<file path="src/rtl/dtfr_pkg.sv">
package dtfr_pkg;

  // default sizes handed to the top level
  localparam int DEF_RING_DEPTH  = 64;
  localparam int DEF_HANDLE_BITS = 32;

  // field widths of the ports
  localparam int STAMP_W  = 64;
  localparam int HANDLE_W = 32;
  localparam int FILL_W   = 7;
  localparam int DISP_W   = 2;
  localparam int PERIOD_W = 8;
  localparam int MAXENT_W = 7;
  localparam int CFG_W    = 8;

  // steps of the bit-serial remainder on the decimation count
  localparam int MOD_STEPS = PERIOD_W;

  // register indexes of the configuration port
  localparam logic CFG_STORE_PERIOD = 1'b0;
  localparam logic CFG_MAX_ENTRIES  = 1'b1;

  // operation codes
  localparam logic OP_STORE  = 1'b0;
  localparam logic OP_LOOKUP = 1'b1;

  // displacement codes
  localparam logic [DISP_W-1:0] DISP_NONE      = 2'd0;
  localparam logic [DISP_W-1:0] DISP_DROP      = 2'd1;
  localparam logic [DISP_W-1:0] DISP_OVERWRITE = 2'd2;

  // configuration reset values
  localparam logic [PERIOD_W-1:0] RST_STORE_PERIOD = 8'd1;
  localparam logic [MAXENT_W-1:0] RST_MAX_ENTRIES  = 7'd16;

  // control flags of the search token that walks the cell chain
  typedef struct packed {
    logic active;
    logic fetch;
    logic hit;
  } dtfr_tok_t;

endpackage

</file>
<file path="src/rtl/dtfr_cell.sv">
module dtfr_cell import dtfr_pkg::*; #(
  parameter int RING_DEPTH  = DEF_RING_DEPTH,
  parameter int HANDLE_BITS = DEF_HANDLE_BITS,
  parameter int SLOT        = 0
) (
  input  logic                          clk,
  input  logic                          rst_n,
  input  logic [$clog2(RING_DEPTH)-1:0] head,
  input  logic [$clog2(RING_DEPTH+1)-1:0] count,
  input  logic                          wr_en,
  input  logic [STAMP_W-1:0]            wr_stamp,
  input  logic [HANDLE_BITS-1:0]        wr_handle,
  input  dtfr_tok_t                     tok_in_ctl,
  input  logic [STAMP_W-1:0]            tok_in_stamp,
  input  logic [HANDLE_BITS-1:0]        tok_in_handle,
  input  logic [$clog2(RING_DEPTH)-1:0] tok_in_best,
  output dtfr_tok_t                     tok_out_ctl,
  output logic [STAMP_W-1:0]            tok_out_stamp,
  output logic [HANDLE_BITS-1:0]        tok_out_handle,
  output logic [$clog2(RING_DEPTH)-1:0] tok_out_best
);

  localparam int IDX_W = $clog2(RING_DEPTH);
  localparam int CNT_W = $clog2(RING_DEPTH+1);
  localparam logic [IDX_W-1:0] SLOT_I = IDX_W'(SLOT);

  // entry held by this slot
  logic [STAMP_W-1:0]     ent_stamp_r;
  logic [HANDLE_BITS-1:0] ent_handle_r;

  // token stage
  dtfr_tok_t              tok_ctl_r, tok_ctl_nxt;
  logic [STAMP_W-1:0]     tok_stamp_r, tok_stamp_nxt;
  logic [HANDLE_BITS-1:0] tok_handle_r, tok_handle_nxt;
  logic [IDX_W-1:0]       tok_best_r, tok_best_nxt;

  logic [IDX_W:0]   off_wide;
  logic [IDX_W-1:0] off;
  logic             held;
  logic             match;

  // age of this slot counted from the oldest entry
  always_comb begin
    if (SLOT_I >= head) begin
      off_wide = {1'b0, SLOT_I} - {1'b0, head};
    end else begin
      off_wide = {1'b0, SLOT_I} + (IDX_W+1)'(RING_DEPTH) - {1'b0, head};
    end
    off  = off_wide[IDX_W-1:0];
    held = CNT_W'(off) < count;
  end

  // lookup keeps the smallest offset seen so far (the oldest match), fetch grabs the front stamp
  always_comb begin
    tok_ctl_nxt    = tok_in_ctl;
    tok_stamp_nxt  = tok_in_stamp;
    tok_handle_nxt = tok_in_handle;
    tok_best_nxt   = tok_in_best;
    match = held && (ent_stamp_r == tok_in_stamp) &&
            (!tok_in_ctl.hit || (off < tok_in_best));
    if (tok_in_ctl.fetch) begin
      if (held && off == '0) begin
        tok_stamp_nxt   = ent_stamp_r;
        tok_ctl_nxt.hit = 1'b1;
      end
    end else if (match) begin
      tok_ctl_nxt.hit = 1'b1;
      tok_handle_nxt  = ent_handle_r;
      tok_best_nxt    = off;
    end
  end

  // entry write
  always_ff @(posedge clk) begin
    if (wr_en) begin
      ent_stamp_r  <= wr_stamp;
      ent_handle_r <= wr_handle;
    end
  end

  // token hand-on to the next cell
  always_ff @(posedge clk) begin
    if (!rst_n) begin
      tok_ctl_r <= '0;
    end else begin
      tok_ctl_r <= tok_ctl_nxt;
    end
    tok_stamp_r  <= tok_stamp_nxt;
    tok_handle_r <= tok_handle_nxt;
    tok_best_r   <= tok_best_nxt;
  end

  assign tok_out_ctl    = tok_ctl_r;
  assign tok_out_stamp  = tok_stamp_r;
  assign tok_out_handle = tok_handle_r;
  assign tok_out_best   = tok_best_r;

endmodule

</file>
<file path="config.mk">
export PLATFORM = sky130hd
export DESIGN_NAME = dtfr_cell
export DESIGN_NICKNAME = d
export VERILOG_FILES = /design/src/rtl/dtfr_pkg.sv /design/src/rtl/dtfr_cell.sv
export SDC_FILE = /design/constraint.sdc
export NUM_CORES = 1
export LEC_CHECK = 0
export BUFFER_PORTS_ARGS = -buffer_cell sky130_fd_sc_hd__buf_2
export CAP_MARGIN = 10
export CORE_ASPECT_RATIO = 1.75
export CORE_MARGIN = 2
export CORE_UTILIZATION = 47
export CTS_CLUSTER_DIAMETER = 80
export DETAILED_ROUTE_END_ITERATION = 10
export GPL_ROUTABILITY_DRIVEN = 0
export PLACE_DENSITY = 0.79
export SYNTH_ARGS = -nofsm -noshare
export SYNTH_HDL_FRONTEND = slang
export SYNTH_SLANG_ARGS = --single-unit
</file>
<file path="constraint.sdc">
create_clock -name clk -period 3.55 [get_ports clk]
set_input_delay 0.71 -clock clk [delete_from_list [all_inputs] [get_ports clk]]
set_output_delay 0.71 -clock clk [all_outputs]
set_load 0.02 [all_outputs]
</file>
==> Yosys cells after proc, flatten, opt, wreduce, memory -nomap -nowiden <==
Index checks and enable logic that the tools add are counted.
{ "totals": {"regBits": 201, "output_inout_bits": 105} }
{ "op_classes": {"addsub": 2, "order_cmp": 3, "eq_ne": 1, "mux": 10, "n_reduce_logical": 6} }
{ "ops": {"columns": ["operator", "n"], "rows": [
  ["2-to-1 mux 64 bit", 2],
  ["equality test 64 bit", 1],
  ["2-to-1 mux 32 bit", 2],
  ["2-to-1 mux 6 bit", 3],
  ["subtractor 1 x 6 -> 6 bit, first input constant", 2],
  ["less-than comparator 6 x 7 -> 1 bit", 1],
  [">= comparator 1 x 6 -> 1 bit, first input constant", 1],
  ["logical NOT 6 bit", 1],
  ["less-than comparator 6 bit", 1],
  ["logical AND 1 bit", 3],
  ["2-to-1 mux 1 bit", 3],
  ["logical NOT 1 bit", 1],
  ["logical OR 1 bit", 1]
]} }

==> Logic depth before layout (Yosys ltp) <==
{ "logic_depth": {"ltp_word": 7, "ltp_mapped": 13, "mapped_depth_nobuf": 11} }

==> Worst setup path before layout <==
No wires, ideal clock.
{ "synth_path": {"path_type": "input to register", "from": "input port head[1]", "to": "register tok_handle_r[20], in the netlist tok_out_handle[20]", "setup_ns": 0.123, "arrival_time_ns": 2.922, "required_time_ns": 3.427, "slack_ns": 0.504, "stages": 12, "n_path_buf": 2, "cell_sequence": "nor3_2 > nor3b_2 > xnor2_1 > ha_1 > a21oi_1 > a21oi_1 > a21oi_1 > nand4_1 > a311oi_2 > buf_6 > buf_12 > mux2_1"} }
{ "synth_via": {"elab_chain_len": 7, "elab_cells_between_ends": 11, "cone_classes": "2 x add/sub; 3 x order compare; 3 x mux; 3 x reduce/logical"} }
{ "synth_rtl": {"columns": ["element", "line", "text"], "rows": [
  ["start, declared", "dtfr_cell.sv:8", "input logic [$clog2(RING_DEPTH)-1:0] head,"],
  ["subtractor 1 x 6 -> 6 bit or >= comparator 1 x 6 -> 1 bit (tied branches)", "dtfr_cell.sv:45, dtfr_cell.sv:47, dtfr_cell.sv:44", null],
  ["2-to-1 mux 6 bit (*)", "dtfr_cell.sv:44", "if (SLOT_I >= head) begin"],
  ["less-than comparator 6 x 7 -> 1 bit or less-than comparator 6 bit (tied branches)", "dtfr_cell.sv:50, dtfr_cell.sv:60", null],
  ["logical AND 1 bit or logical OR 1 bit (tied branches)", "dtfr_cell.sv:59, dtfr_cell.sv:60", null],
  ["logical AND 1 bit (*)", "dtfr_cell.sv:59", "match = held && (ent_stamp_r == tok_in_stamp) &&"],
  ["2-to-1 mux 32 bit (*)", "dtfr_cell.sv:66", "end else if (match) begin"],
  ["2-to-1 mux 32 bit (*)", "dtfr_cell.sv:61", "if (tok_in_ctl.fetch) begin"],
  ["named net tok_handle_nxt[20]", "dtfr_cell.sv:34", "logic [HANDLE_BITS-1:0] tok_handle_r, tok_handle_nxt;"],
  ["end signal, assigned", "dtfr_cell.sv:89", "tok_handle_r <= tok_handle_nxt;"],
  ["end, declared", "dtfr_cell.sv:34", null]
]} }
The timed path passes the listed nets; every way through them passes the cells marked *.
A chain may end at the register's enable or synchronous reset.

==> Final worst setup path <==
{ "layout_path": {"from": "input port head[0]", "to": "register tok_handle_r[2], in the netlist tok_out_handle[2]"} }
The elaborated chain is that of the path after synthesis.

==> flow_summary.json <==
{
  "fin_skew_ns": 0.0107,
  "fillCellCount": 1178,
  "swShare": 0.223,
  "regToRegSetupSlack_ns": 0.93,
  "critPathMaxStageDelay_ns": 0.38,
  "num_vias": 4900,
  "synth_xor_area_frac": 0.0706,
  "combPwrFrac": 0.105,
  "postCtsResizedCells": 0,
  "crit_buf_inv": 4,
  "start_kind": "primary input",
  "drv_cap": 0,
  "syn_area_per_cell_sq_um": 15.9,
  "setup-violations-final": 0,
  "final.setup.tns_ns": 0,
  "dieArea_sq_um": 16900,
  "die_x_um": 99.1,
  "final_cell_area_sq_um": 9900,
  "arrival_ns": 3.38,
  "report.final.slew_viol_count": 0,
  "reg2reg_to": "tok_out_handle[2]$_DFF_P_",
  "htreeDepth": 1,
  "synth_seq_cells": 201,
  "hold_depth": 1,
  "postRouteAntennaNets": 0,
  "status": "completed",
  "path_cells": "buf_2 -> inv_1 -> ha_1 -> xnor2_1 -> buf_4 -> ha_1 -> a21oi_1 -> o21ai_1 -> a21boi_1 -> o21ai_1 -> a311oi_4 -> buf_12 -> mux2_2",
  "fp-row-count": 60,
  "clock_sinks": 201,
  "layout-drive-gt1-share": 0.560,
  "dieHeight_um": 170,
  "cp_max_fo": 38,
  "hold_viol": 0,
  "p_sw_w": 0.00114,
  "hold-path-endpoint": "ent_handle_r[18]$_DFFE_PP_",
  "cts_buffer_depth": 3,
  "p_per_area_nw_per_um2": 516,
  "synth_compound_area_frac": 0.0177,
  "reg2reg_from": "ent_stamp_r[9]$_DFFE_PP_",
  "ys_warn_count": 0,
  "via_per_inst": 4.84,
  "cp_slowest_cell": "mux2_2",
  "root_buffer": "clkbuf_16",
  "place_hpwl_mm": 13.6,
  "synth_top_family_by_area": "multiplexers",
  "p_seq_frac": 0.519,
  "start_util": 0.481,
  "dpl_cell_area_sq_um": 9310,
  "layout.nets": 1037,
  "grt_max_degree": 66,
  "worst_slew_pin_slew_ns": 0.641,
  "synth_nets": 697,
  "cp_top_family": "compound AO/OA/AOI/OAI gates",
  "drt_iter0_markers": 101,
  "period_needed_ns": 3.02,
  "grt_pass1_wl_mm": 26.0,
  "synth_cell_types": 39,
  "internal_power_w": 0.00397,
  "cts_buffers": 19,
  "insertion_delay_ns": 0.48,
  "drt-total-wl_mm": 17.6,
  "path_clk_slew_ns": 0.06,
  "hold_class": "in2reg",
  "post_cts_buffers": 0,
  "critPathKind": "in2reg",
  "muxShareOfSynthArea": 0.163,
  "pwr-share-clk": 0.376,
  "ios": 322,
  "antenna_found_initial": 4,
  "cts_tree": "built",
  "drcViolationCount": 0,
  "reg2reg_depth": 8,
  "min_from": "wr_handle[18]",
  "syn_area_sq_um": 7440,
  "synth-adder-area-share": 0.0185,
  "area_delta_synth_final_pct": 33.1,
  "ys_seq_area_frac": 0.670,
  "fmax_ghz": 0.331,
  "finalPower_w": 0.00511,
  "grt_setup_unrepaired": "no",
  "timing.final.crit_share": 0.852,
  "gr-total-overflow": 0,
  "grt_use_total": 0.200,
  "cp.required_ns": 3.91,
  "synth_cells": 469,
  "port-buffer-count": 321,
  "worstSetupEndpointType": "flop",
  "p_leak_nw": 4.33,
  "dr.pass1.iters": 4,
  "vdd_ir_drop_max_uv": 432,
  "grt_pass1_vias": 5219,
  "ctsHoldBuffers": 0,
  "relSlewSlack": 0.573,
  "holdWs_ns": 0.403,
  "wire_per_inst_um": 17.4,
  "coreArea_sq_um": 15500,
  "synth-simple-area-share": 0.0383
}
cell type report:
cell class / instances / area [sq um] / share of cell area
well taps: 186 / 233 / 0.0235
clock inverters: 6 / 57.6 / 0.00581
diodes: 4 / 10.0 / 0.00101
flip-flops and latches: 201 / 4980 / 0.503
repair buffers: 330 / 1710 / 0.173
multi-input cells: 239 / 2310 / 0.233
clock buffers: 28 / 529 / 0.0534
inverters: 18 / 67.6 / 0.00682
worst max-delay path by stage:
stage                 start                         end  slack [ns]  cells after the start
finish              head[0]   tok_out_handle[2]$_DFF_P_        0.53                     13
global route        head[0]   tok_out_handle[0]$_DFF_P_        0.35                     13
CTS                 head[0]   tok_out_handle[2]$_DFF_P_        0.53                     13
detailed placement  head[0]   tok_out_handle[2]$_DFF_P_        0.03                     13
global placement    head[0]   tok_out_handle[0]$_DFF_P_        0.19                     13
floorplan           head[1]  tok_out_handle[20]$_DFF_P_        0.50                     12
cells in the final DEF, fill, tap and decap left out, types with 7 or more instances in the layout:
master | netlist | layout
buf_2 | 7 | 320
dfxtp_1 | 105 | 105
edfxtp_1 | 96 | 96
mux2_2 | 82 | 82
xnor2_1 | 52 | 52
clkbuf_16 | 0 | 19
inv_1 | 18 | 18
mux2_4 | 18 | 18
nand4_1 | 13 | 13
ha_1 | 11 | 11
xor2_1 | 8 | 8
nand2b_1 | 7 | 7
clkbuf_1 | 0 | 7
buf_4 | 1 | 7
logic make-up (layout without fill, tap and decap cells):
kind of cell / count (synthesis) / count (layout)
other: 0 / 4
AOI/OAI and AO/OA: 19 / 19
xor gates and xnor gates: 60 / 60
DFF: 201 / 201
adders and majority gates: 11 / 11
buffers and inverters: 29 / 382
muxes: 102 / 102
and+or+nand+nor: 47 / 47
power by group through the flow:
stage / clock, W / sequential (W) / combinational [W]
2_1_floorplan: 0 / 0.00278 / 0.000181
3_3_place_gp: 0 / 0.00270 / 0.000528
3_5_place_dp: 0 / 0.00271 / 0.000539
4_1_cts: 0.00196 / 0.00266 / 0.000543
5_1_grt: 0.00205 / 0.00267 / 0.000584
6_report: 0.00192 / 0.00265 / 0.000536
flip-flops by register name (all words and copies together), names as in the netlist:
register	cells
tok_out_handle	32
tok_out_best	6
ent_handle_r	32
tok_out_ctl	3
ent_stamp_r	64
tok_out_stamp	64
metrics by stage:
| stage | util | setup WS (ns) | cells |
|---|---|---|---|
| 5_1_grt | 0.640 | 0.347 | 1012 |
| 3_5_place_dp | 0.602 | 0.0305 | 974 |
| 3_3_place_gp | 0.602 | 0.187 | 974 |
| 4_1_cts | 0.640 | 0.530 | 1008 |
| 2_1_floorplan | - | 0.504 | 469 |
| 6_report | 0.640 | 0.527 | 1012 |
worst reg2reg max path, stage by stage, from the launching register on:
cell and delay [ns]:
edfxtp_1 0.42, xnor2_1 0.21, nand4_1 0.21, nor4_1 0.36
buf_4 0.17, nand4_1 0.15, a311oi_4 0.29, buf_12 0.29
mux2_2 0.39
synth_stat cells:
cell type  number  area [sq um]
xnor2_1        52           455
xor2_1          8          70.1
nor3_1          1          5.00
buf_4           1          7.51
mux2_4         18           270
nor3_2          1          10.0
and2_1          2          12.5
and4b_1         1          10.0
nand2b_1        7          43.8
or2b_1          1          7.51
nor2_1          4          15.0
or2_2           1          6.26
edfxtp_1       96          2880
a31oi_1         1          6.26
nand3_1         2          10.0
o2bb2ai_1       1          8.76
nor4_1          5          31.3
buf_2           7          35.0
a21oi_1         6          30.0
o21ai_0         2          10.0
o2111ai_1       2          17.5
a2111oi_0       1          8.76
nand2_1         5          18.8
nor3b_2         1          12.5
a21boi_1        1          7.51
dfxtp_1       105          2100
nand4_1        13          81.3
buf_6           1          11.3
a22o_1          1          8.76
ha_1           11           138
inv_1          18          67.6
a311oi_2        1          15.0
nor2b_1         2          12.5
mux2_2         82           923
buf_12          2          40.0
nand4b_1        1          8.76
mux2_1          2          22.5
o21ai_1         2          10.0
o221ai_1        1          8.76
per-layer routing:
layer	GRT usage	part of all wire
met5	0	0
met4	0.101	0.044
met2	0.377	0.54
met1	0.201	0.34
met3	0.0476	0.077
(Power assumes the default switching activity.)
